File: src/design/fspa_pkg.sv
package fspa_pkg;

  parameter int unsigned DEFAULT_SLOTS = 1024;

  parameter int unsigned CMD_W     = 2;
  parameter int unsigned SLOT_W    = 10;
  parameter int unsigned STATUS_W  = 2;
  parameter int unsigned ADDR_W    = 32;
  parameter int unsigned COUNT_W   = 11;
  parameter int unsigned CHUNK_W   = 11;
  parameter int unsigned OBJ_W     = 13;
  parameter int unsigned CFG_W     = 32;
  parameter int unsigned CFG_IDX_W = 2;

  parameter logic [COUNT_W-1:0] COUNT_MAX   = '1;
  parameter logic [CHUNK_W-1:0] CHUNK_RESET = CHUNK_W'(100);
  parameter logic [OBJ_W-1:0]   OBJ_RESET   = OBJ_W'(8);
  parameter logic [ADDR_W-1:0]  BASE_RESET  = '0;

  typedef enum logic [CMD_W-1:0] {
    CMD_ALLOC   = 2'd0,
    CMD_FREE    = 2'd1,
    CMD_RELEASE = 2'd2
  } cmd_e;

  typedef enum logic [STATUS_W-1:0] {
    ST_OK      = 2'd0,
    ST_OOM     = 2'd1,
    ST_INVALID = 2'd2
  } status_e;

  typedef enum logic [CFG_IDX_W-1:0] {
    CFG_CHUNK_SIZE   = 2'd0,
    CFG_OBJECT_SIZE  = 2'd1,
    CFG_BASE_ADDRESS = 2'd2
  } cfg_idx_e;

endpackage

File: src/design/fspa_addr_calc.sv
module fspa_addr_calc #(
  parameter int unsigned SLOTS = fspa_pkg::DEFAULT_SLOTS
) (
  input  logic                         clk_i,
  input  logic                         rst_ni,
  input  logic                         start_i,
  input  logic [$clog2(SLOTS)-1:0]     slot_i,
  input  logic [fspa_pkg::OBJ_W-1:0]   object_size_i,
  input  logic [fspa_pkg::ADDR_W-1:0]  base_i,
  output logic                         done_o,
  output logic [fspa_pkg::ADDR_W-1:0]  address_o
);
  import fspa_pkg::*;

  localparam int unsigned SlotW = $clog2(SLOTS);
  localparam int unsigned ProdW = SlotW + OBJ_W;

  logic             busy_q;
  logic             done_q;
  logic [ProdW-1:0] prod_q;
  logic [ADDR_W-1:0] addr_q;

  always_ff @(posedge clk_i or negedge rst_ni) begin
    if (!rst_ni) begin
      busy_q <= 1'b0;
      done_q <= 1'b0;
    end else begin
      busy_q <= start_i;
      done_q <= busy_q;
    end
  end

  always_ff @(posedge clk_i) begin
    if (start_i) begin
      prod_q <= ProdW'(slot_i) * ProdW'(object_size_i);
    end
    if (busy_q) begin
      addr_q <= base_i + ADDR_W'(prod_q);
    end
  end

  assign done_o    = done_q;
  assign address_o = addr_q;
endmodule

File: config.mk
export PLATFORM = sky130hd
export DESIGN_NAME = fspa_addr_calc
export DESIGN_NICKNAME = d
export VERILOG_FILES = /design/src/design/fspa_pkg.sv /design/src/design/fspa_addr_calc.sv
export SDC_FILE = /design/constraint.sdc
export NUM_CORES = 1
export LEC_CHECK = 0
export BUFFER_PORTS_ARGS = -buffer_cell sky130_fd_sc_hd__clkbuf_2
export CORE_MARGIN = 10
export CORE_UTILIZATION = 52
export DETAILED_ROUTE_END_ITERATION = 12
export PLACE_DENSITY_LB_ADDON = 0.25
export SLEW_MARGIN = 40
export SYNTH_ARGS = -nofsm -noshare
export SYNTH_HDL_FRONTEND = slang
export SYNTH_SLANG_ARGS = --single-unit
File: constraint.sdc
create_clock -name clk_i -period 3.7 [get_ports clk_i]
set_clock_uncertainty 0.15 [all_clocks]
set_input_delay 0.185 -clock clk_i [delete_from_list [all_inputs] [get_ports clk_i]]
set_output_delay 0.185 -clock clk_i [all_outputs]
set_load 0.1 [all_outputs]
# After elaboration in Yosys (flattened, before gate mapping)
# Cells that the tools add are included.
word_totals:
  mem_count: 0
  mem_bits_rw: 0
  output_inout_bits: 33
  register_bits: 57
  romBits: 0
  latch_bits: 0
op_classes:
  div_mod_pow: 0
  n_lt_le_gt_ge: 0
  multipliers: 1
  muxes: 0
  reduce_logical: 0
  shifts: 0
  bitwise: 0
  n_addsub: 1
  eq_ne: 0
ops:
  columns: ["cell", "n"]
  rows:
  - ["32-bit by 23-bit adder with 32-bit output", 1]
  - ["10-bit by 13-bit multiplier with 23-bit output", 1]

# Depth between registers and ports, before layout
# Gate-level depths: netlist of run 1.
logic_depth:
  depth_word: 1
  ltp_mapped: 20

# Worst setup path before layout of run 1
# OpenSTA, ideal clock, no wires.
synth_timing:
  path_kind: "input to register"
  startpoint: "input slot_i[3]"
  endpoint: "register prod_q[22], data pin"
  path_buffers: 1
  setup_ps: 259
  arrival_ps: 5049
  stages: 20
  slack_ps: -1759
  cell_sequence: "clkbuf_1 nand2_1 fa_1 inv_1 fa_1 inv_1 fa_1 inv_1 fa_1 inv_1 fa_1 inv_1 ha_1 and3_1 a211o_1 o31a_1 a2111oi_2 o211ai_1 a21oi_1 xnor2_1"
synth_via:
  elab_chain_len: 1
synth_rtl:
  columns: ["item", "line_no", "source"]
  rows:
  - ["start, declared", "fspa_addr_calc.sv:7", "input logic [$clog2(SLOTS)-1:0] slot_i,"]
  - ["10-bit by 13-bit multiplier with 23-bit output", "fspa_addr_calc.sv:35", "prod_q <= ProdW'(slot_i) * ProdW'(object_size_i);"]
  - ["end signal, assigned", "fspa_addr_calc.sv:35", null]
  - ["end, declared", "fspa_addr_calc.sv:20", "logic [ProdW-1:0] prod_q;"]
# Every way passes these cells.
# A chain may end at the register's enable or synchronous reset.

# Final worst setup path of run 1
layout_timing:
  startpoint: "input slot_i[3]"
  endpoint: "register prod_q[20], data pin"
# The elaborated chain is that of the path after synthesis.

==> results of run 1 <==
## sequential cells by signal (all words and copies together) (netlist names)
signal and flops:
address_o 32, prod_q 23, busy_q 1, done_o 1
## worst min-delay path by stage
stage / startpoint / end / slack, ns
after floorplan: rst_ni / busy_q / -0.26
after global routing: base_i[31] / address_o[31] / 0.03
after global placement: rst_ni / busy_q / -0.18
after detailed placement: rst_ni / done_o / -0.18
after CTS: rst_ni / done_o / 0.02
final: rst_ni / done_o / 0.03
## metal layers
| layer | global-route usage (%) | share of wire, % |
|---|---|---|
| met1 | 21.8 | 42 |
| met2 | 31.8 | 51 |
| met3 | 2.71 | 5.2 |
| met4 | 6.43 | 2.0 |
| met5 | 0 | 0 |
## timing repair
item                                    in CTS  in global routing
pin swaps                                   56                 12
endpoints found under the setup margin      17                 17
hold endpoints to repair                     3                  0
setup buffers                               24                  3
gates resized for setup                     91                 31
hold buffers                                 2                  0
## final cells by class
| cell class | instances | area [um^2] |
|---|---|---|
| clock buffers | 11 | 243 |
| clock inverters | 5 | 55.1 |
| fillers | 946 | 4040 |
| inverters | 100 | 375 |
| multi-input cells | 580 | 5570 |
| flip-flops and latches | 57 | 1700 |
| well taps | 180 | 225 |
| repair buffers | 205 | 1620 |
## metrics by stage
stage / setup TNS [ns] / power (mW)
4_1_cts: -11.25 / 8.84
5_1_grt: -14.74 / 9.92
3_3_place_gp: -19.14 / 7.12
2_1_floorplan: -12.31 / 5.69
6_report: -12.22 / 9.15
3_5_place_dp: -20.59 / 7.25
## power by group
| part | switching [mW] | internal, mW |
|---|---|---|
| Sequential | 0.0647 | 1.19 |
| Clock | 0.259 | 0.534 |
| Combinational | 3.95 | 3.16 |
## cells in the final DEF, fill, tap and decap left out, types with 4 or more instances in the layout
cell       instances
nand4_1            6
buf_6             22
and2_1            66
xnor2_1           25
o21ai_0           23
clkbuf_16         17
fa_1              84
edfxtp_1          55
inv_1             89
nor2_1            27
buf_4             91
ha_1              69
nand2_4            4
nand3_1           10
clkbuf_8           7
and3_1             4
ha_4              11
xor2_1            15
clkbuf_2          74
a21o_1            10
nand2_2            8
nand2_1           81
a21oi_1           28
a211oi_1           5
nor2b_1            4
inv_2             11
o21bai_1           5
and2_4             9
o21ai_2            5
o211ai_1           6
o21a_1             7
a21oi_2            5
## logic make-up (layout without fill, tap and decap cells)
family          Yosys count  count (layout)
flops                    57              57
fa+ha+maj               168             168
simple gates            242             242
xor+xnor                 41              41
buf+inv                 123             321
compound gates          129             129
==> results.toml, run 1 <==
[status]
outcome = "finished, violations left"
violations = "setup timing"

[synthesis]
synth.area.top_cells = "fa_1 (24%), edfxtp_1 (23%), ha_1 (14%)"
yosys.area_share.adder_pct = 37.6
synth_nets = 986
synthTopCellsByCount = "inv_1 (100), nand2_1 (93), fa_1 (87)"
synth_top_family_by_area = "adder cells"
yosysMostFrequentCell = "inv_1"
yosys-mux-area-fraction_pct = 0
yosysWarnings = 0
ys_ff_latch = 57
avgSynthCellArea_um2 = 9.65
synthSimpleGateAreaFrac_pct = 16.3
synth-seq-area-share_pct = 23.2
synth_compound_area_share_pct = 11.7
synth-xor-area-share_pct = 4.90
synthesis.area_um2 = 7330
yosys.area.top_type = "fa_1"
async_reset_ff_share_pct = 3.51
synth_top_area_share_pct = 23.8
ys_types = 51
synthCells = 760
synthFlopType = "edfxtp_1"
synth_edf_count = 55

[worst_setup_path]
cp-startpoint = "slot_i[3]"
end_kind = "register"
crit_fanout = 5
r2r_slack_ns = 0.66
required_ns = 3.62
timing.rr.start = "prod_q[0]"
critical_path.startpoint_type = "input port"
cp-endpoint = "prod_q[20]"
critical_path_class = "in2reg"
slowest_delay_ns = 0.54
r2r_cells = 10
crit_family = "adder cells"
worst-path-stages = 20
critPathBufInv = 6
crit_arrival_ns = 4.76
path_cells = "clkbuf_16 > nand2_4 > fa_1 > inv_1 > fa_1 > inv_1 > fa_1 > inv_2 > fa_1 > inv_1 > fa_1 > inv_2 > ha_4 > and3_4 > a211o_1 > o31a_1 > a2111oi_4 > o21ba_2 > a21oi_2 > xor2_1"
crit_top_cell = "fa_1"
r2r_end = "address_o[26]"
crit_slowest_cell = "fa_1"

[place]
place_congestion = 0.916
dpl_cell_area_um2 = 8740
dp_hpwl_um = 13800
portBuffers = 90
place_inst = 1097
place_ws_ns = -1.80

[min_path]
hold_path_class = "in2async"

[sta]
hold_viol = 0
slew_headroom_pct = 63.4
timing.hold.ws_ns = 0.0255
period_minus_slack_ns = 4.84
tightest_slew_ns = 0.551
finalSetupViolCount = 17
rsz0062_at_grt = "yes"
period_share_pct = 131
max_freq_ghz = 0.207
worst_slack_ns = -1.14
slew_viol_final = 0

[floorplanning]
die_y_um = 139
fp.dieW_um = 139
num_io_pins = 91
initial_core_util_pct = 53.0
die_area_um2 = 19300
core_region_area_um2 = 13800
rows = 43

[clocking]
cts_tree = "built"
cts_sinks = 57
cts_buffer_depth = 2
root_buffer = "clkbuf_16"
cts-htree-levels = 3
cts_made_buffers = 9
worst_skew_pair.late_latency_ns = 0.32
cts.clk_slew.worst_paths_ns = 0.05

[global_route]
grt_pass1_wl_um = 29700
grt_use_total_pct = 18.0
grt-ovfl-total = 0
grt_pass1_vias = 6348
grt_max_degree = 32
antenna_found_initial = 0

[final_layout]
stdcell_count = 1138
final_util_pct = 70.8
drive_above_1_share_pct = 31.5
final_cell_area_um2 = 9790
synthToLayoutAreaGrowth_pct = 33.4
nets = 1179
diodes = 0

[routing]
finalWirelength_um = 17500
vias = 6006
drc = 0
ant_nets = 0
dr.pass1.iters = 7
wl_per_cell_um = 15.4
vias_per_cell = 5.28
drtIter0Drc = 256

[power]
p_leak_nw = 4.68
p_per_area_nw_per_um2 = 935
ir_drop_uv = 525

[job]
drv_cap = 0
Power figures use the tool's default switching activity.
==> inputs of run 2 (changes only) <==
REMOVE_ABC_BUFFERS = 1   (was unset)
==> results.toml, run 2 (same netlist as run 1, synthesis figures left out) <==
[status]
outcome = "finished, violations left"
violations = "setup timing"

[worst_setup_path]
crit_slowest_cell = "fa_1"
crit_fanout = 4
required_ns = 3.62
crit_top_cell = "fa_1"
path_cells = "clkbuf_16 > nand2_4 > fa_1 > inv_2 > fa_1 > inv_2 > fa_1 > inv_2 > fa_1 > inv_1 > fa_1 > inv_2 > ha_4 > and3_4 > a211o_1 > o31a_1 > a2111oi_4 > o21ba_2 > a21oi_2 > xor2_1"
slowest_delay_ns = 0.56
end_kind = "register"
critical_path_class = "in2reg"
crit_arrival_ns = 4.90
critical_path.startpoint_type = "input port"

[clocking]
cts_made_buffers = 9
cts-htree-levels = 3
cts_sinks = 57
worst_skew_pair.late_latency_ns = 0.33
cts_buffer_depth = 2
root_buffer = "clkbuf_16"
cts_tree = "built"
cts.clk_slew.worst_paths_ns = 0.05

[final_layout]
multi_input_area_um2 = 5670
nets = 1174
drive_above_1_share_pct = 33.9
diodes = 0
seqCellArea_um2 = 1700
synthToLayoutAreaGrowth_pct = 34.6
final_common_cell = "inv_1"
fillCellCount = 952
final_cell_mix = "inv_1 (82), fa_1 (79), nand2_1 (77)"
final_cell_area_um2 = 9870
largest_register_ffs = 32

[place]
dp_hpwl_um = 13900
place_ws_ns = -1.92
dpl_cell_area_um2 = 8570
place_congestion = 0.884
portBuffers = 90

[power]
power_mw = 9.65
ir_drop_uv = 605
p_per_area_nw_per_um2 = 977
p_leak_nw = 4.66

[routing]
drc = 0
vias = 6048
drtIter0Drc = 283
vias_per_cell = 5.34
ant_nets = 0
wl_per_cell_um = 16.0
finalWirelength_um = 18100
dr.pass1.iters = 4

[min_path]
hold_path_class = "in2reg"

[sta]
finalSetupViolCount = 16
period_minus_slack_ns = 4.98
slew_viol_final = 0
hold_viol = 0
worst_slack_ns = -1.28
max_freq_ghz = 0.201
rsz0062_at_grt = "yes"
timing.hold.ws_ns = 0.00852
period_share_pct = 135
fin_setup_tns_ns = -13.05
tightest_slew_ns = 0.547
slew_headroom_pct = 63.7

[floorplanning]
num_io_pins = 91
rows = 43
core_region_area_um2 = 13800
die_area_um2 = 19300
initial_core_util_pct = 53.0
fp.dieW_um = 139
die_y_um = 139

[global_route]
grt_max_degree = 32
grt_pass1_wl_um = 28400
grt_use_total_pct = 17.2
antenna_found_initial = 0
grt-ovfl-total = 0
grt_pass1_vias = 6225

[job]
drv_cap = 0
run 2: cell types whose count changed in the layout (fill, tap and decap cells not counted), sizes merged:
cell	previous run	this run
bufinv	1	2
clkinvlp	2	1
dlygate4sd3	2	1
clkbuf	101	94
buf	113	116
run 2: worst paths after layout:
kind | start | end | slack (ns) | cells after the start
setup reg to reg | prod_q[0] | address_o[26] | 0.66 | 10
hold reg to reg | busy_q | done_o | 0.26 | 0
setup / recovery | object_size_i[7] | prod_q[20] | -1.28 | 20
max in group asynchronous | rst_ni | done_o | 3.26 | 2
hold / removal | base_i[0] | address_o[0] | 0.009 | 2
min in group asynchronous | rst_ni | busy_q | 0.04 | 2
run 2: what timing repair did:
item,CTS,global route
hold buffers,1,0
pin swaps,54,55
setup endpoints to repair,17,17
endpoints found under the hold margin,2,0
buffers inserted,10,19
gates resized for setup,94,91
cloned,0,0
run 2: cell type report:
type                            count  area share, %
Clock inverter                      5          0.786
Clock buffer                       11           2.56
Inverter                          100           3.80
Sequential cell                    57           17.2
Timing Repair Buffer              200           15.9
Tap cell                          180           2.28
Multi-Input combinational cell    580           57.4
run 2: stage by stage:
stage,utilization (%),cells
after global routing,71.4,1133
after CTS,67.9,1119
final,71.4,1133
after global placement,61.9,1093
after floorplan,-,737
after detailed placement,61.9,1093
run 2: per-layer routing:
layer | GRT usage, % | vias to the layer above | wire [um]
met4 | 5.93 | 0 | 297
met1 | 21.0 | 2947 | 7790
li1 | - | 2908 | -
met3 | 2.74 | 26 | 729
met5 | 0 | - | 0
met2 | 30.2 | 167 | 9260
run 2: worst max-delay path: cells and delay by family:
| kind | cells | cell delay, ns |
|---|---|---|
| AOI/OAI and AO/OA | 5 | 1.25 |
| xor gates and xnor gates | 1 | 0.15 |
| adders and majority gates | 6 | 2.77 |
| buffers and inverters | 6 | 0.35 |
| and+or+nand+nor | 2 | 0.19 |
run 2: report_power, final:
part | switching, mW | internal, mW | leakage (nW)
Sequential | 0.0602 | 1.19 | 0.560
Combinational | 4.17 | 3.34 | 3.94
Clock | 0.272 | 0.622 | 0.162
Total | 4.50 | 5.15 | 4.66
==> inputs of run 3 (changes only) <==
CELL_PAD_IN_SITES_DETAIL_PLACEMENT = 0   (was unset)
CELL_PAD_IN_SITES_GLOBAL_PLACEMENT = 1   (was unset)
CORE_UTILIZATION = 47   (was 52)
==> results.toml, run 3 (same netlist as run 1, synthesis figures left out) <==
[routing]
wl_per_cell_um = 15.4
ant_nets = 0
vias = 5967
dr.pass1.iters = 4
drc = 0
drtIter0Drc = 161
vias_per_cell = 5.13
finalWirelength_um = 17900

[sta]
max_freq_ghz = 0.204
hold_viol = 0
period_minus_slack_ns = 4.91
fin_setup_tns_ns = -13.59
timing.hold.ws_ns = 0.0218
slew_headroom_pct = 63.0
finalSetupViolCount = 17
rsz0062_at_grt = "yes"
slew_viol_final = 0
worst_slack_ns = -1.21
tightest_slew_ns = 0.556
period_share_pct = 133

[status]
violations = "setup timing"
outcome = "finished, violations left"

[worst_setup_path]
critical_path.startpoint_type = "input port"
crit_arrival_ns = 4.83
path_cells = "buf_4 > buf_6 > and2_1 > fa_1 > fa_2 > fa_2 > fa_1 > fa_1 > ha_1 > buf_4 > o21ai_0 > nand2b_1 > o31a_1 > a2111oi_4 > o21ba_2 > a21oi_2 > xor2_1"
slowest_delay_ns = 0.59
crit_fanout = 11
end_kind = "register"
critical_path_class = "in2reg"
r2r_slack_ns = 0.66
crit_slowest_cell = "fa_2"
required_ns = 3.62
crit_top_cell = "fa_1"

[final_layout]
synthToLayoutAreaGrowth_pct = 33.2
fillCellCount = 1237
final_cell_area_um2 = 9760
nets = 1173
multi_input_area_um2 = 5610
stdcell_count = 1163
seqCellArea_um2 = 1700
diodes = 0
largest_register_ffs = 32
drive_above_1_share_pct = 32.2
final_cell_mix = "inv_1 (88), fa_1 (80), nand2_1 (78)"
final_common_cell = "inv_1"
final_util_pct = 64.0

[clocking]
cts_made_buffers = 9
cts_sinks = 57
root_buffer = "clkbuf_16"
cts_buffer_depth = 2
cts_tree = "built"
cts-htree-levels = 3
worst_skew_pair.late_latency_ns = 0.32
cts.clk_slew.worst_paths_ns = 0.05

[floorplanning]
fp.dieW_um = 145
rows = 45
core_region_area_um2 = 15300
num_io_pins = 91
die_y_um = 145
initial_core_util_pct = 48.1
die_area_um2 = 21000

[global_route]
grt_pass1_wl_um = 29200
antenna_found_initial = 0
grt_use_total_pct = 16.3
grt_max_degree = 32
grt-ovfl-total = 0
grt_pass1_vias = 6259

[job]
drv_cap = 0

[place]
place_congestion = 0.887
dpl_cell_area_um2 = 8580
place_inst = 1121
dp_hpwl_um = 14300
place_ws_ns = -1.86
portBuffers = 90

[power]
p_leak_nw = 4.64
ir_drop_uv = 629
power_mw = 9.19
p_per_area_nw_per_um2 = 942

[min_path]
hold_path_class = "in2reg"
[run 3: final timing paths]
kind	cells after the start	end	start
min	2	address_o[0]	base_i[0]
max reg2reg	10	address_o[26]	prod_q[0]
min in group asynchronous	2	busy_q	rst_ni
max	17	prod_q[20]	slot_i[9]
min reg2reg	0	done_o	busy_q
max in group asynchronous	2	done_o	rst_ni
[run 3: per-layer routing]
layer / vias up / wire (um) / GRT usage, %
li1: 2905 / - / -
met1: 2896 / 7900 / 20.3
met2: 146 / 9060 / 28.1
met3: 20 / 656 / 2.89
met4: 0 / 277 / 4.90
met5: - / 0 / 0
[run 3: critical path: cells and delay by family]
family          cells  cell delay (ns)
fa+ha+maj           6             2.77
compound gates      5             1.03
buf+inv             3             0.41
xor+xnor            1             0.15
simple gates        2             0.28
[run 3: layout make-up]
class,count,share of cell area [%]
multi-input cells,580,57.5
flip-flops and latches,57,17.4
repair buffers,199,15.9
inverters,100,3.84
well taps,211,2.70
clock buffers,12,2.42
clock inverters,4,0.205
[run 3: what timing repair did]
action,in CTS,in global routing
resized for setup,99,74
hold buffers,1,0
gates cloned,0,0
pin swaps,61,54
buffers inserted,12,20
endpoints found under the hold margin,2,0
endpoints found under the setup margin,17,17
[run 3: power breakdown]
part           internal [mW]  total (mW)  switching [mW]
sequential              1.19        1.26          0.0711
clock                  0.446       0.701           0.255
combinational           3.21        7.23            4.02
total                   4.85        9.19            4.34
