File: src/design/fspa_pkg.sv
package fspa_pkg;

  parameter int unsigned DEFAULT_SLOTS = 1024;

  parameter int unsigned CMD_W     = 2;
  parameter int unsigned SLOT_W    = 10;
  parameter int unsigned STATUS_W  = 2;
  parameter int unsigned ADDR_W    = 32;
  parameter int unsigned COUNT_W   = 11;
  parameter int unsigned CHUNK_W   = 11;
  parameter int unsigned OBJ_W     = 13;
  parameter int unsigned CFG_W     = 32;
  parameter int unsigned CFG_IDX_W = 2;

  parameter logic [COUNT_W-1:0] COUNT_MAX   = '1;
  parameter logic [CHUNK_W-1:0] CHUNK_RESET = CHUNK_W'(100);
  parameter logic [OBJ_W-1:0]   OBJ_RESET   = OBJ_W'(8);
  parameter logic [ADDR_W-1:0]  BASE_RESET  = '0;

  typedef enum logic [CMD_W-1:0] {
    CMD_ALLOC   = 2'd0,
    CMD_FREE    = 2'd1,
    CMD_RELEASE = 2'd2
  } cmd_e;

  typedef enum logic [STATUS_W-1:0] {
    ST_OK      = 2'd0,
    ST_OOM     = 2'd1,
    ST_INVALID = 2'd2
  } status_e;

  typedef enum logic [CFG_IDX_W-1:0] {
    CFG_CHUNK_SIZE   = 2'd0,
    CFG_OBJECT_SIZE  = 2'd1,
    CFG_BASE_ADDRESS = 2'd2
  } cfg_idx_e;

endpackage

File: src/design/fspa_if.sv
interface fspa_req_if;
  import fspa_pkg::*;

  logic              valid;
  logic              ready;
  logic [CMD_W-1:0]  cmd;
  logic [SLOT_W-1:0] free_slot;

  modport source (output valid, output cmd, output free_slot, input ready);
  modport sink (input valid, input cmd, input free_slot, output ready);
endinterface

interface fspa_rsp_if;
  import fspa_pkg::*;

  logic                valid;
  logic                ready;
  logic [STATUS_W-1:0] status;
  logic [SLOT_W-1:0]   slot;
  logic [ADDR_W-1:0]   address;
  logic [COUNT_W-1:0]  in_use;

  modport source (output valid, output status, output slot, output address, output in_use,
                  input ready);
  modport sink (input valid, input status, input slot, input address, input in_use,
                output ready);
endinterface

File: src/design/fspa_ctrl.sv
module fspa_ctrl #(
  parameter int unsigned SLOTS = fspa_pkg::DEFAULT_SLOTS
) (
  input  logic                          clk_i,
  input  logic                          rst_ni,
  fspa_req_if.sink                      req_i,
  fspa_rsp_if.source                    rsp_o,
  input  logic [fspa_pkg::CHUNK_W-1:0]  chunk_size_i,
  output logic                          mem_we_o,
  output logic [$clog2(SLOTS)-1:0]      mem_waddr_o,
  output logic [$clog2(SLOTS+1)-1:0]    mem_wdata_o,
  output logic                          mem_re_o,
  output logic [$clog2(SLOTS)-1:0]      mem_raddr_o,
  input  logic [$clog2(SLOTS+1)-1:0]    mem_rdata_i,
  output logic                          calc_start_o,
  output logic [$clog2(SLOTS)-1:0]      calc_slot_o,
  input  logic                          calc_done_i,
  input  logic [fspa_pkg::ADDR_W-1:0]   calc_addr_i
);
  import fspa_pkg::*;

  localparam int unsigned SlotW = $clog2(SLOTS);
  localparam int unsigned LinkW = $clog2(SLOTS + 1);
  localparam int unsigned SumW  = ((LinkW > CHUNK_W) ? LinkW : CHUNK_W) + 1;
  localparam int unsigned CmpW  = (LinkW > SLOT_W) ? LinkW : SLOT_W;
  localparam logic [LinkW-1:0] LinkEnd = LinkW'(SLOTS);

  typedef enum logic [2:0] {
    S_IDLE,
    S_CARVE,
    S_READ,
    S_LOOK,
    S_CALC,
    S_DONE
  } state_e;

  state_e             state_q, state_d;
  logic [LinkW-1:0]   head_q, head_d;
  logic [LinkW-1:0]   carved_q, carved_d;
  logic [COUNT_W-1:0] in_use_q, in_use_d;
  logic [LinkW-1:0]   cur_q, cur_d;
  logic [LinkW-1:0]   last_q, last_d;
  status_e            res_status_q, res_status_d;
  logic               res_grant_q, res_grant_d;
  logic               out_valid_q, out_valid_d;
  status_e            out_status_q, out_status_d;
  logic [SLOT_W-1:0]  out_slot_q, out_slot_d;
  logic [ADDR_W-1:0]  out_addr_q, out_addr_d;
  logic [COUNT_W-1:0] out_in_use_q, out_in_use_d;

  logic            idle;
  logic [SumW-1:0] carve_end;
  logic            carve_ok;
  logic            free_ok;

  assign idle      = (state_q == S_IDLE);
  assign carve_end = SumW'(carved_q) + SumW'(chunk_size_i);
  assign carve_ok  = (chunk_size_i != '0) && (carve_end <= SumW'(SLOTS));
  assign free_ok   = CmpW'(req_i.free_slot) < CmpW'(carved_q);

  always_comb begin
    state_d      = state_q;
    head_d       = head_q;
    carved_d     = carved_q;
    in_use_d     = in_use_q;
    cur_d        = cur_q;
    last_d       = last_q;
    res_status_d = res_status_q;
    res_grant_d  = res_grant_q;
    out_valid_d  = out_valid_q;
    out_status_d = out_status_q;
    out_slot_d   = out_slot_q;
    out_addr_d   = out_addr_q;
    out_in_use_d = out_in_use_q;
    mem_we_o     = 1'b0;
    mem_waddr_o  = cur_q[SlotW-1:0];
    mem_wdata_o  = head_q;
    mem_re_o     = 1'b0;
    mem_raddr_o  = head_q[SlotW-1:0];
    calc_start_o = 1'b0;

    if (out_valid_q && rsp_o.ready) begin
      out_valid_d = 1'b0;
    end

    unique case (state_q)
      S_IDLE: begin
        if (req_i.valid) begin
          res_status_d = ST_OK;
          res_grant_d  = 1'b0;
          state_d      = S_DONE;
          unique case (req_i.cmd)
            CMD_ALLOC: begin
              if (head_q == LinkEnd) begin
                if (carve_ok) begin
                  cur_d    = carved_q;
                  last_d   = LinkW'(carve_end - SumW'(1));
                  head_d   = carved_q;
                  carved_d = LinkW'(carve_end);
                  state_d  = S_CARVE;
                end else begin
                  res_status_d = ST_OOM;
                end
              end else begin
                state_d = S_READ;
              end
            end
            CMD_FREE: begin
              if (free_ok) begin
                mem_we_o    = 1'b1;
                mem_waddr_o = SlotW'(req_i.free_slot);
                mem_wdata_o = head_q;
                head_d      = LinkW'(req_i.free_slot);
                if (in_use_q != '0) begin
                  in_use_d = in_use_q - COUNT_W'(1);
                end
              end else begin
                res_status_d = ST_INVALID;
              end
            end
            CMD_RELEASE: begin
              head_d   = LinkEnd;
              carved_d = '0;
              in_use_d = '0;
            end
            default: begin
            end
          endcase
        end
      end
      S_CARVE: begin
        mem_we_o    = 1'b1;
        mem_waddr_o = cur_q[SlotW-1:0];
        mem_wdata_o = (cur_q == last_q) ? LinkEnd : cur_q + LinkW'(1);
        cur_d       = cur_q + LinkW'(1);
        if (cur_q == last_q) begin
          state_d = S_READ;
        end
      end
      S_READ: begin
        mem_re_o    = 1'b1;
        mem_raddr_o = head_q[SlotW-1:0];
        cur_d       = head_q;
        state_d     = S_LOOK;
      end
      S_LOOK: begin
        head_d = (mem_rdata_i > LinkEnd) ? LinkEnd : mem_rdata_i;
        if (in_use_q != COUNT_MAX) begin
          in_use_d = in_use_q + COUNT_W'(1);
        end
        calc_start_o = 1'b1;
        res_grant_d  = 1'b1;
        state_d      = S_CALC;
      end
      S_CALC: begin
        if (calc_done_i) begin
          state_d = S_DONE;
        end
      end
      S_DONE: begin
        if (!out_valid_q || rsp_o.ready) begin
          out_valid_d  = 1'b1;
          out_status_d = res_status_q;
          out_slot_d   = res_grant_q ? SLOT_W'(cur_q) : '0;
          out_addr_d   = res_grant_q ? calc_addr_i : '0;
          out_in_use_d = in_use_q;
          state_d      = S_IDLE;
        end
      end
      default: begin
        state_d = S_IDLE;
      end
    endcase
  end

  always_ff @(posedge clk_i or negedge rst_ni) begin
    if (!rst_ni) begin
      state_q      <= S_IDLE;
      head_q       <= LinkEnd;
      carved_q     <= '0;
      in_use_q     <= '0;
      cur_q        <= '0;
      last_q       <= '0;
      res_status_q <= ST_OK;
      res_grant_q  <= 1'b0;
      out_valid_q  <= 1'b0;
      out_status_q <= ST_OK;
      out_slot_q   <= '0;
      out_addr_q   <= '0;
      out_in_use_q <= '0;
    end else begin
      state_q      <= state_d;
      head_q       <= head_d;
      carved_q     <= carved_d;
      in_use_q     <= in_use_d;
      cur_q        <= cur_d;
      last_q       <= last_d;
      res_status_q <= res_status_d;
      res_grant_q  <= res_grant_d;
      out_valid_q  <= out_valid_d;
      out_status_q <= out_status_d;
      out_slot_q   <= out_slot_d;
      out_addr_q   <= out_addr_d;
      out_in_use_q <= out_in_use_d;
    end
  end

  assign calc_slot_o   = cur_q[SlotW-1:0];
  assign req_i.ready   = idle;
  assign rsp_o.valid   = out_valid_q;
  assign rsp_o.status  = out_status_q;
  assign rsp_o.slot    = out_slot_q;
  assign rsp_o.address = out_addr_q;
  assign rsp_o.in_use  = out_in_use_q;
endmodule

File: src/flat_wrapper.sv
// flat-port wrapper written by rule: the top's interface ports become plain ports
module fspa_ctrl_flat import fspa_pkg::*;
#(
  parameter int unsigned SLOTS = fspa_pkg::DEFAULT_SLOTS
)
  (clk_i, rst_ni, chunk_size_i, mem_we_o, mem_waddr_o, mem_wdata_o, mem_re_o, mem_raddr_o, mem_rdata_i, calc_start_o, calc_slot_o, calc_done_i, calc_addr_i, req_i_valid, req_i_cmd, req_i_free_slot, req_i_ready, rsp_o_valid, rsp_o_status, rsp_o_slot, rsp_o_address, rsp_o_in_use, rsp_o_ready);
  fspa_req_if req_i_i ();
  fspa_rsp_if rsp_o_i ();
  input  logic clk_i;
  input  logic rst_ni;
  input  logic [fspa_pkg::CHUNK_W-1:0] chunk_size_i;
  output logic mem_we_o;
  output logic [$clog2(SLOTS)-1:0] mem_waddr_o;
  output logic [$clog2(SLOTS+1)-1:0] mem_wdata_o;
  output logic mem_re_o;
  output logic [$clog2(SLOTS)-1:0] mem_raddr_o;
  input  logic [$clog2(SLOTS+1)-1:0] mem_rdata_i;
  output logic calc_start_o;
  output logic [$clog2(SLOTS)-1:0] calc_slot_o;
  input  logic calc_done_i;
  input  logic [fspa_pkg::ADDR_W-1:0] calc_addr_i;
  input wire logic [$bits(req_i_i.valid)-1:0] req_i_valid;
  input wire logic [$bits(req_i_i.cmd)-1:0] req_i_cmd;
  input wire logic [$bits(req_i_i.free_slot)-1:0] req_i_free_slot;
  output wire logic [$bits(req_i_i.ready)-1:0] req_i_ready;
  output wire logic [$bits(rsp_o_i.valid)-1:0] rsp_o_valid;
  output wire logic [$bits(rsp_o_i.status)-1:0] rsp_o_status;
  output wire logic [$bits(rsp_o_i.slot)-1:0] rsp_o_slot;
  output wire logic [$bits(rsp_o_i.address)-1:0] rsp_o_address;
  output wire logic [$bits(rsp_o_i.in_use)-1:0] rsp_o_in_use;
  input wire logic [$bits(rsp_o_i.ready)-1:0] rsp_o_ready;
  assign req_i_i.valid = req_i_valid;
  assign req_i_i.cmd = req_i_cmd;
  assign req_i_i.free_slot = req_i_free_slot;
  assign req_i_ready = req_i_i.ready;
  assign rsp_o_valid = rsp_o_i.valid;
  assign rsp_o_status = rsp_o_i.status;
  assign rsp_o_slot = rsp_o_i.slot;
  assign rsp_o_address = rsp_o_i.address;
  assign rsp_o_in_use = rsp_o_i.in_use;
  assign rsp_o_i.ready = rsp_o_ready;
  fspa_ctrl #(.SLOTS(SLOTS)) u_core (.clk_i(clk_i), .rst_ni(rst_ni), .req_i(req_i_i), .rsp_o(rsp_o_i), .chunk_size_i(chunk_size_i), .mem_we_o(mem_we_o), .mem_waddr_o(mem_waddr_o), .mem_wdata_o(mem_wdata_o), .mem_re_o(mem_re_o), .mem_raddr_o(mem_raddr_o), .mem_rdata_i(mem_rdata_i), .calc_start_o(calc_start_o), .calc_slot_o(calc_slot_o), .calc_done_i(calc_done_i), .calc_addr_i(calc_addr_i));
endmodule
File: config.mk
export PLATFORM = sky130hd
export DESIGN_NAME = fspa_ctrl_flat
export DESIGN_NICKNAME = d
export VERILOG_FILES = /design/src/design/fspa_pkg.sv /design/src/design/fspa_if.sv /design/src/design/fspa_ctrl.sv /design/src/flat_wrapper.sv
export SDC_FILE = /design/constraint.sdc
export NUM_CORES = 1
export LEC_CHECK = 0
export BUFFER_PORTS_ARGS = -buffer_cell sky130_fd_sc_hd__buf_4
export CORE_UTILIZATION = 50
export CTS_BUF_LIST = sky130_fd_sc_hd__clkbuf_4 sky130_fd_sc_hd__clkbuf_8 sky130_fd_sc_hd__clkbuf_16
export DETAILED_ROUTE_END_ITERATION = 6
export PLACE_DENSITY_LB_ADDON = 0.3
export SLEW_MARGIN = 10
export SYNTH_ARGS = -nofsm -noshare
export SYNTH_HDL_FRONTEND = slang
export SYNTH_SLANG_ARGS = --single-unit
File: constraint.sdc
create_clock -name clk_i -period 4.97 [get_ports clk_i]
set_clock_uncertainty 0.2 [all_clocks]
set_input_delay 0.2485 -clock clk_i [delete_from_list [all_inputs] [get_ports clk_i]]
set_output_delay 0.2485 -clock clk_i [all_outputs]
set_load 0.05 [all_outputs]
Yosys cells after proc, flatten, opt, wreduce, memory -nomap -nowiden
Index checks and enable logic that the tools add are counted.

$add $sub $neg: 5. Order comparisons: 3. Equal/unequal tests: 26. Mux-type cells: 50. Reduce and logical (&&, ||, !) cells: 20.

Operator list (number): $mux 11 (15); $pmux 11 s2 (4); $pmux 11 s3 (2); $mux 10 (5); $mux 32 (1); $add 11x1->11 const B (2); $reduce_bool 11->1 (2); $sub 11x1->11 const B (2); $mux 3 (7); $pmux 3 s6 (1); $ne 2x1->1 const B (8); $reduce_and 5->1 (3); $add 11x11->12 (1); $le 12x11->1 const B (1); $ne 3x2->1 const B (4); $reduce_and 6->1 (2); $eq 11x11->1 (1); $eq 11x11->1 const B (1); $gt 11x11->1 const B (1); $lt 10x11->1 (1); $ne 11x11->1 const B (1); $mux 1 (10); $eq 3x2->1 const B (2); $eq 3x3->1 const B (2); other kinds (18) (25).

Register bits: 117. Bits of input ports: 71. Output and inout bits: 101.

Logic depth before layout (Yosys ltp)
Gate-level depths: netlist (run 1).

Depth in word-level cells: 8. Gate-level depth with buffers: 11. Depth with buffers taken out: 10.

Least setup slack after synthesis (run 1)
OpenSTA, ideal clock, no wires.

Path type: register to output. Start: register u_core.state_q[2]. End: output mem_waddr_o[0]. Arrival: 3361 ps. Data required time: 4522 ps. Path slack: 1160 ps. Stages on the path, launching flop included: 9. Buffers on the path: 2. Cell sequence: dfrtp_1 > clkbuf_1 > nor3_1 > and2_1 > nand2_1 > a21oi_1 > clkbuf_1 > nand2_1 > o21ai_0.

Cells in the longest elaborated chain, start to end: 2.

Ends and longest elaborated chain: start: declaration (line fspa_ctrl.sv:37) `state_e state_q, state_d;`; start signal: assignment (line fspa_ctrl.sv:192) `state_q <= state_d;`; $logic_not 3->1; named net req_i_ready (line flat_wrapper.sv:25) `output wire logic [$bits(req_i_i.ready)-1:0] req_i_ready;`; $mux 10 (line fspa_ctrl.sv:86) `unique case (state_q)`; end: declaration (line flat_wrapper.sv:13) `output logic [$clog2(SLOTS)-1:0] mem_waddr_o;`.

The timed path passes the listed nets, and every way through them passes these cells.

Worst setup path in the final report (run 1)
Start: register u_core.carved_q[0]. End: register u_core.last_q[10].

Cells in the longest elaborated chain, start to end: 4. Elaborated cells between the ends (all ways): 5.

Ends and longest elaborated chain: start: declaration (line fspa_ctrl.sv:39) `logic [LinkW-1:0] carved_q, carved_d;`; start signal: assignment (line fspa_ctrl.sv:194) `carved_q <= carved_d;`; $add 11x11->12 (*) (line fspa_ctrl.sv:57) `assign carve_end = SumW'(carved_q) + SumW'(chunk_size_i);`; $le 12x11->1 (line fspa_ctrl.sv:58) `assign carve_ok = (chunk_size_i != '0) && (carve_end <= SumW'(SLOTS));`; $logic_and 1x1->1 (line fspa_ctrl.sv:58); $reduce_and 5->1 (no source line); end signal: assignment (line fspa_ctrl.sv:197) `last_q <= last_d;`; end: declaration (line fspa_ctrl.sv:42) `logic [LinkW-1:0] last_q, last_d;`.

Mark *: on every way between the ends. The rest lies on a longest branch, timed or not. A chain may end at the register's enable or synchronous reset.

==> results of run 1 <==
cell usage in the layout, fill, tap and decap left out, types with 10 or more instances in the layout:
cell type,synthesis,layout
nor2_1,54,54
buf_4,20,183
ha_1,29,29
dlygate4sd3_1,0,38
clkbuf_16,0,17
nor4_1,12,12
inv_1,27,27
xnor2_1,25,25
a22o_1,13,13
nand3_1,66,65
nand2_1,175,175
nand2b_1,14,14
a21oi_1,31,31
dfrtp_1,116,116
o21ai_0,51,51
a2bb2oi_1,10,10
nor3_1,12,11
xor2_1,10,10
mux2_2,29,29
o31ai_1,12,12
power breakdown:
group / switching (mW) / internal (mW)
clock: 0.429 / 0.839
combinational: 2.64 / 1.25
sequential: 0.444 / 1.30
total: 3.52 / 3.39
critical path, stage by stage, from the launching register on:
cell and delay [ns]:
dfrtp_1 0.45, ha_1 0.26, fa_1 0.49, a21o_1 0.27, a211o_2 0.35, a32oi_2 0.22, o211ai_2 0.18, nor3_4 0.41
a21oi_2 0.12, or4_4 0.60, mux2_4 0.32
synth_stat cells, drive strengths merged (4+ instances only):
cell type	number	area (sq um)
nand4	9	56.3
xor2	10	87.6
clkbuf	45	169
a22o	13	114
o221ai	6	52.6
ha	29	363
and2	6	37.5
xnor2	25	219
o211ai	5	42.5
nand2b	14	87.6
a21oi	32	164
a31oi	6	37.5
nand2	175	657
a21o	6	53.8
nor4	12	75.1
o2bb2ai	5	43.8
dfrtp	116	2900
mux2	32	372
and3	6	37.5
mux2i	4	40.0
a211oi	5	37.5
o31ai	12	90.1
buf	33	220
nand3b	6	45.0
o22ai	8	50.1
or3	5	31.3
nand3	66	330
o21ai	51	255
nor2b	9	56.3
nor3	13	76.3
inv	27	101
nor2	55	209
a2bb2oi	10	87.6
cell type report:
cell class | instances | share of cell area
clock buffer | 22 | 0.0493
timing repair buffer | 221 | 0.177
inverter | 27 | 0.0102
tap | 184 | 0.0233
multi-input combinational | 682 | 0.431
sequential | 117 | 0.296
clock inverter | 9 | 0.0126
cells by family (layout without fill, tap and decap cells):
| group | count (synthesis) | after routing |
|---|---|---|
| AOI/OAI and AO/OA | 191 | 191 |
| xor gates and xnor gates | 35 | 35 |
| buffers and inverters | 105 | 279 |
| adders and majority gates | 30 | 30 |
| and+or+nand+nor | 390 | 390 |
| DFF | 117 | 117 |
| muxes | 36 | 36 |
registers in the layout (all words and copies together), names as in the netlist:
| signal | count |
|---|---|
| u_core.rsp_o.address | 32 |
| u_core.carved_q | 11 |
| u_core.cur_q | 11 |
| u_core.head_q | 11 |
| u_core.in_use_q | 11 |
| u_core.last_q | 11 |
| u_core.rsp_o.in_use | 11 |
| u_core.rsp_o.slot | 10 |
| u_core.state_q | 3 |
| u_core.res_status_q | 2 |
| u_core.rsp_o.status | 2 |
| u_core.res_grant_q | 1 |
| u_core.rsp_o.valid | 1 |
final timing paths:
check	endpoint	slack (ns)
worst max-delay path	u_core.last_q[10]	0.98
worst min-delay path	u_core.head_q[5]	0.02
worst max register to register	u_core.last_q[10]	0.98
worst min register to register	u_core.rsp_o.slot[9]	0.26
max in group asynchronous	u_core.carved_q[4]	3.14
min in group asynchronous	u_core.rsp_o.in_use[5]	0.32
routing by layer:
metal	wire length, um	vias to the layer above
met5	0	-
met4	691	0
li1	-	3511
met2	11500	357
met3	1740	60
met1	10200	3574
metrics by stage:
step	setup WS [ns]	instance area, sq um	hold slack (ns)
global route	0.798	9900	0.0151
floorplan	1.16	7680	-0.247
detailed placement	1.06	8900	0.257
finish	0.978	9900	0.0157
global placement	1.14	8900	0.250
CTS	1.03	9890	0.00480
==> impl_metrics.tcl, run 1 <==
set metrics [dict create \
    status "finished, violations left" \
    violations "design-rule violations" \
    portBuffers 171 \
    rows 44 \
    synth_seq_cells 117 \
    maxCapViolCount 0 \
    grt_pass1_vias 7079 \
    r2r_cells 10 \
    start_util 0.521 \
    antenna_cells 0 \
    synth_top_family_by_area "simple AND/OR/NAND/NOR gates" \
    yosys.area_share.simple 0.236 \
    layout-drive-gt1-share 0.248 \
    yosysSeqAreaShare 0.381 \
    avgViaCountPerCell 5.94 \
    cp-start-kind "flop" \
    met2_usage 0.501 \
    layoutNonFillerInstCount 1262 \
    drt_iter0_markers 719 \
    path_clk_slew_ns 0.05 \
    top_usage_layer "met2" \
    rr_startpoint "u_core.carved_q[0]" \
    via_count 7502 \
    seqCellArea_sq_um 2930 \
    arrival_ns 4.09 \
    p_total_mw 6.91 \
    ant_nets 0 \
    avgRoutedWirePerCell_um 19.1 \
    period_share 0.803 \
    crit_start "u_core.carved_q[0]" \
    syn_area_sq_um 7680 \
    required_ns 5.07 \
    postCtsSetupBuffers 0 \
    worstSetupEndpointType "flop" \
    crit_fanout 8 \
    routed_wl_mm 24.1 \
    grt_util_all_layers 0.310 \
    utilization 0.671 \
    synth_ff_type "dfrtp_1" \
    die-area_sq_um 15900 \
    postCtsHoldBufs 38 \
    relSlewSlack 0.343 \
    fmax_mhz 250 \
    async_flop_share 1.00 \
    syn2layout_area_growth_pct 28.9 \
    antenna_found_initial 0 \
    crit_type "reg -> reg" \
    dp_hpwl_mm 17.0 \
    ys_warn_count 0 \
    firstDrtPassIters 7 \
    hold_viol 0 \
    drc_errors 37 \
    synth_edf_count 0 \
    clkLatencyLatePin_ns 0.42 \
    worstMarginPinSlew_ns 0.985 \
    grt_start_max_net_pins 78 \
    cts_tree "yes" \
    met3_usage 0.0629 \
    cts_made_buffers 17 \
    layout.nets 1167 \
    cts_root_buf "clkbuf_16" \
    power_density_nw_per_um2 698 \
    cts.sinks 117 \
    tns_ns 0 \
    min_period_ns 3.99 \
    cts.repair.resized 0 \
    grt-ovfl-total 0 \
    synth_cell_types 74 \
    place_inst 1193 \
    die_height_um 126 \
    min_path_cells 3 \
    dieWidth_um 126 \
    vdd_drop_max_v 0.000394 \
    p_leak_nw 4.70 \
    gp_congestion 0.902 \
    synth_cells 904 \
    multi_input_area_sq_um 4270 \
    use_met1 0.410 \
    grt_pass1_wl_mm 38.1 \
    cts_buffer_depth 2 \
    syn_nets 1005 \
    core_area_sq_um 14800 \
    avgSynthCellArea_sq_um 8.50 \
    io_pins 172 \
    setup_viol 0 \
    fillers 1220 \
    hp-class "in -> reg" \
    h-tree-depth 4 \
    min_from "mem_rdata_i[5]" \
    synth_compound_area_frac 0.175 \
    synth_fa_ha_area_frac 0.0499 \
    synthMuxAreaShare 0.0536 \
    synth_xor_area_frac 0.0399 \
    rsz0062_at_grt "false" \
    final_max_slew_viol_count 0 \
]
(Power assumes the default switching activity.)
==> run 2: changes to the inputs <==
ABC_AREA = 1   (was unset)
clock period = 3.9 ns   (was 4.97 ns; I/O delays follow)
==> impl_metrics.tcl, run 2 <==
set metrics [dict create \
    rsz0062_at_grt "false" \
    h-tree-depth 4 \
    grt_pass1_wl_mm 36.5 \
    core_area_sq_um 14600 \
    top_usage_layer "met2" \
    rows 44 \
    avgSynthCellArea_sq_um 7.36 \
    avgRoutedWirePerCell_um 16.3 \
    die-area_sq_um 15500 \
    post-place-ws_ns 0.749 \
    cts.sinks 117 \
    syn2layout_area_growth_pct 30.3 \
    synth_cell_types 52 \
    cp-start-kind "flop" \
    worstSetupEndpointType "output port" \
    syn_nets 1123 \
    synthTopCellsByCount "nand2_1 (295), dfrtp_1 (116), nand3_1 (99), inv_1 (93), nor2_1 (69)" \
    min_period_ns 3.44 \
    cts_root_buf "clkbuf_16" \
    yosysSeqAreaShare 0.390 \
    async_flop_share 1.00 \
    antenna_cells 0 \
    hold_viol 0 \
    antenna_found_initial 0 \
    vdd_drop_max_v 0.000286 \
    clkLatencyLatePin_ns 0.41 \
    cts_tree "yes" \
    drc_errors 0 \
    setup_viol 0 \
    syn_area_sq_um 7520 \
    synthMuxAreaShare 0 \
    grt_pass1_vias 7290 \
    fillers 1220 \
    avgViaCountPerCell 5.55 \
    relSlewSlack 0.220 \
    final_common_cell "nand2_1" \
    whs_ns 0.0106 \
    firstDrtPassIters 6 \
    multi_input_area_sq_um 3870 \
    yosys.area_share.simple 0.308 \
    drt_iter0_markers 807 \
    dieWidth_um 125 \
    yosysMostFrequentCell "nand2_1" \
    crit_type "reg -> out" \
    dp_hpwl_mm 16.2 \
    ant_nets 0 \
    hp-class "in -> reg" \
    largest_register_ffs 32 \
    use_met1 0.392 \
    crit_fanout 17 \
    arrival_ns 3.05 \
    cts_buffer_depth 2 \
    period_share 0.883 \
    cts_made_buffers 17 \
    power_density_nw_per_um2 331 \
    layout.nets 1298 \
    met2_usage 0.470 \
    p_leak_nw 5.07 \
    portBuffers 171 \
    ys_warn_count 0 \
    routed_wl_mm 22.7 \
    tns_ns 0 \
    synth_edf_count 0 \
    gp_congestion 0.954 \
    maxCapViolCount 0 \
    start_util 0.515 \
    ys_top_cells_by_area "dfrtp_1 (39%), nand2_1 (15%), nand3_1 (6.6%)" \
    synth_xor_area_frac 0.0361 \
    final_max_slew_viol_count 0 \
    grt-ovfl-total 0 \
    die_height_um 125 \
    worstMarginPinSlew_ns 1.17 \
    grt_start_max_net_pins 76 \
    via_count 7719 \
    synth_top_family_by_area "simple AND/OR/NAND/NOR gates" \
    seqCellArea_sq_um 2930 \
    path_clk_slew_ns 0.05 \
    fin_ws_ns 0.457 \
    synth_cells 1022 \
    cts.repair.resized 0 \
    synth_ff_type "dfrtp_1" \
    p_total_mw 3.24 \
    layout-drive-gt1-share 0.195 \
    met3_usage 0.0580 \
    synth_compound_area_frac 0.120 \
    required_ns 3.50 \
    io_pins 172 \
    grt_util_all_layers 0.296 \
    synth_area_leader_cell "dfrtp_1" \
    status "complete, no violations" \
    synth_seq_cells 117 \
    synth_fa_ha_area_frac 0.0509 \
    fmax_mhz 290 \
    yosys.area.top_type_share 0.386 \
    final_cell_mix "nand2_1 (295), buf_4 (178), dfrtp_1 (116), nand3_1 (99), inv_1 (92)" \
]
## run 2: cell type report
cell class                 count  share of cell area
inverter                      98              0.0376
clock buffer                  21              0.0478
tap                          184              0.0235
sequential                   117               0.299
multi-input combinational    744               0.396
timing repair buffer         219               0.178
clock inverter                 9              0.0180
## run 2: through the flow
step,cells,cell area (sq um),util
6_report,1392,9790,0.671
5_1_grt,1392,9790,0.671
4_1_cts,1392,9790,0.671
3_5_place_dp,1321,8740,0.599
3_3_place_gp,1321,8740,0.599
2_1_floorplan,1022,7520,-
## run 2: final timing paths
path,startpoint,endpoint,slack [ns],depth (start not counted)
worst max register to register,u_core.carved_q[0],u_core.head_q[6],0.62,14
max in group asynchronous,rst_ni,u_core.carved_q[10],2.42,3
worst min register to register,u_core.rsp_o.address[6],u_core.rsp_o.address[6],0.28,2
worst max-delay path,u_core.state_q[0],mem_waddr_o[2],0.46,10
worst min-delay path,mem_rdata_i[5],u_core.head_q[5],0.01,5
min in group asynchronous,rst_ni,u_core.rsp_o.in_use[1],0.19,2
## run 2: worst max-delay path, cell delays in order (launching register included)
cell     delay [ns]
dfrtp_1        0.40
nor2_2         0.20
inv_1          0.13
nor2_4         0.18
nand2_1        0.19
nor2_1         0.26
inv_1          0.09
nor2_2         0.47
inv_1          0.18
o21ai_0        0.29
buf_4          0.26
## run 2: repair_timing
item | in CTS | in global routing
endpoints found under the hold margin | 92 | 0
hold buffers | 41 | 0
setup buffers | 0 | 0
## run 2: report_power, final
group          switching [mW]  internal, mW
sequential            0.00911          1.23
clock                   0.534          1.17
combinational           0.172         0.127
## run 2: cell families after synthesis
family | count (synthesis)
and+or+nand+nor | 528
buffers and inverters | 161
AOI/OAI and AO/OA | 155
DFF | 117
xor gates and xnor gates | 31
adders and majority gates | 30
## run 2: metal layers
layer	vias to the layer above	share of wire
met5	-	0
met4	0	0.036
met3	65	0.077
met2	361	0.46
met1	3577	0.43
li1	3716	-
==> run 3: changes to the inputs <==
CORE_ASPECT_RATIO = 1.75   (was unset)
CTS_CLUSTER_SIZE = 8   (was unset)
==> impl_metrics.tcl, run 3 (synthesis gave the netlist of run 2 again) <==
set metrics [dict create \
    status "complete, no violations" \
    required_ns 3.50 \
    rsz0062_at_grt "false" \
    path_cells "inv_1 -> ha_1 -> a21o_1 -> a22oi_1 -> nand3_1 -> nor2_2 -> inv_1 -> o21ai_0 -> buf_4" \
    antenna_found_initial 0 \
    cp_top_family "simple AND/OR/NAND/NOR gates" \
    clkLatencyLatePin_ns 0.41 \
    place_inst 1320 \
    p_total_mw 3.25 \
    utilization 0.660 \
    io_pins 172 \
    vdd_drop_max_v 0.000214 \
    avgRoutedWirePerCell_um 18.1 \
    setup_viol 0 \
    final_cell_mix "nand2_1 (295), buf_4 (178), dfrtp_1 (116), nand3_1 (99), inv_1 (92)" \
    grt_pass1_vias 7568 \
    layoutNonFillerInstCount 1388 \
    worstSetupEndpointType "output port" \
    cts_tree "yes" \
    p_leak_nw 5.04 \
    fmax_mhz 285 \
    layout-drive-gt1-share 0.198 \
    min_period_ns 3.51 \
    period_share 0.901 \
    timing.critical_path.buf_inv 3 \
    largest_register_ffs 32 \
    rr_startpoint "u_core.carved_q[0]" \
    core_area_sq_um 14800 \
    firstDrtPassIters 5 \
    combPwrFrac 0.095 \
    via_count 7864 \
    grt_start_max_net_pins 76 \
    grt_util_all_layers 0.331 \
    swShare 0.243 \
    layout.nets 1293 \
    cts_buffer_depth 2 \
    relSlewSlack 0.215 \
    hold_viol 0 \
    cts_made_buffers 17 \
    dp_hpwl_mm 18.5 \
    h-tree-depth 4 \
    start_util 0.509 \
    p_seq_frac 0.380 \
    grt_pass1_wl_mm 38.5 \
    ant_nets 0 \
    hp-class "in -> reg" \
    cts.repair.resized 0 \
    worstMarginPinSlew_ns 1.18 \
    syn2layout_area_growth_pct 29.6 \
    portBuffers 171 \
    dieWidth_um 94.7 \
    cts.sinks 117 \
    die_height_um 164 \
    cts_root_buf "clkbuf_16" \
    min_from "mem_rdata_i[7]" \
    cp-start-kind "flop" \
    drt_iter0_markers 563 \
    power.switching_mw 0.790 \
    antenna_cells 0 \
    rows 59 \
    fin_ws_ns 0.387 \
    arrival_ns 3.12 \
    fillers 1268 \
    avgViaCountPerCell 5.67 \
    routed_wl_mm 25.1 \
    gp_congestion 1.05 \
    die-area_sq_um 15500 \
    critical-path-slowest-cell "nor2_2" \
    clkPwrFrac 0.526 \
    cp_slowest_stage_delay_ns 0.50 \
    final_max_slew_viol_count 0 \
    cp_common_cell "inv_1" \
    tns_ns 0 \
    crit_fanout 17 \
    crit_start "u_core.carved_q[8]" \
    post-place-ws_ns 0.671 \
    drc_errors 0 \
    crit_type "reg -> out" \
    path_clk_slew_ns 0.06 \
    power_density_nw_per_um2 334 \
    maxCapViolCount 0 \
    final_common_cell "nand2_1" \
    multi_input_area_sq_um 3870 \
    grt-ovfl-total 0 \
    internal-power_mw 2.46 \
    seqCellArea_sq_um 2930 \
]
[run 3: cell types whose count changed in the layout (fill, tap and decap cells not counted)]
cell | previous run | this run
clkinv_4 | 1 | 3
dlygate4sd3_1 | 41 | 36
clkinvlp_4 | 1 | 3
clkbuf_4 | 2 | 0
bufinv_16 | 5 | 4
inv_6 | 0 | 3
clkinv_2 | 2 | 0
[run 3: metal layers]
layer / up-vias / GRT usage / routed length (um)
met4: 0 / 0.202 / 1630
met2: 413 / 0.599 / 13200
met5: - / 0 / 0
met1: 3650 / 0.352 / 8880
met3: 107 / 0.0495 / 1420
li1: 3694 / - / -
[run 3: layout make-up]
cell class                 count  share of cell area
tap                          183              0.0235
timing repair buffer         214               0.174
multi-input combinational    744               0.398
clock inverter                13              0.0200
clock buffer                  19              0.0465
inverter                      98              0.0378
sequential                   117               0.301
[run 3: per-stage QoR]
step,instance area [sq um],hold WS (ns)
floorplan,7520,-0.301
global placement,8740,0.190
detailed placement,8740,0.195
CTS,9740,0.00126
global route,9740,0.0203
finish,9740,0.00996
[run 3: final timing paths]
| check | cells past startpoint | slack, ns | end |
|---|---|---|---|
| max | 9 | 0.39 | mem_waddr_o[1] |
| min | 5 | 0.01 | u_core.head_q[7] |
| max reg2reg | 14 | 0.57 | u_core.head_q[5] |
| min reg2reg | 2 | 0.28 | u_core.rsp_o.status[0] |
| max in group asynchronous | 3 | 2.28 | u_core.res_status_q[0] |
| min in group asynchronous | 2 | 0.25 | u_core.in_use_q[2] |
[run 3: power groups by stage]
stage          clock network, mW  registers, mW  logic, mW
3_5_place_dp                   0           1.26      0.274
4_1_cts                     1.71           1.23      0.305
5_1_grt                     1.76           1.24      0.332
2_1_floorplan                  0           1.29     0.0950
6_report                    1.71           1.23      0.308
3_3_place_gp                   0           1.26      0.273
[run 3: timing repair]
| action | in CTS | in global routing |
|---|---|---|
| hold buffers | 36 | 0 |
| endpoints found under the hold margin | 104 | 0 |
| setup buffers | 0 | 0 |
[run 3: worst register-to-register path, cell delays in order, from the launching register on]
cell and delay, ns:
dfrtp_1 0.40, ha_1 0.28, fa_1 0.44, xnor2_1 0.40, nand3_1 0.13, nor2_1 0.10, nand3_1 0.09, nor2_2 0.15
nand2_2 0.08, nand2_4 0.10, nand2_4 0.08, nand3_2 0.19, nand3_1 0.35, nand2_1 0.17, nand2_1 0.06
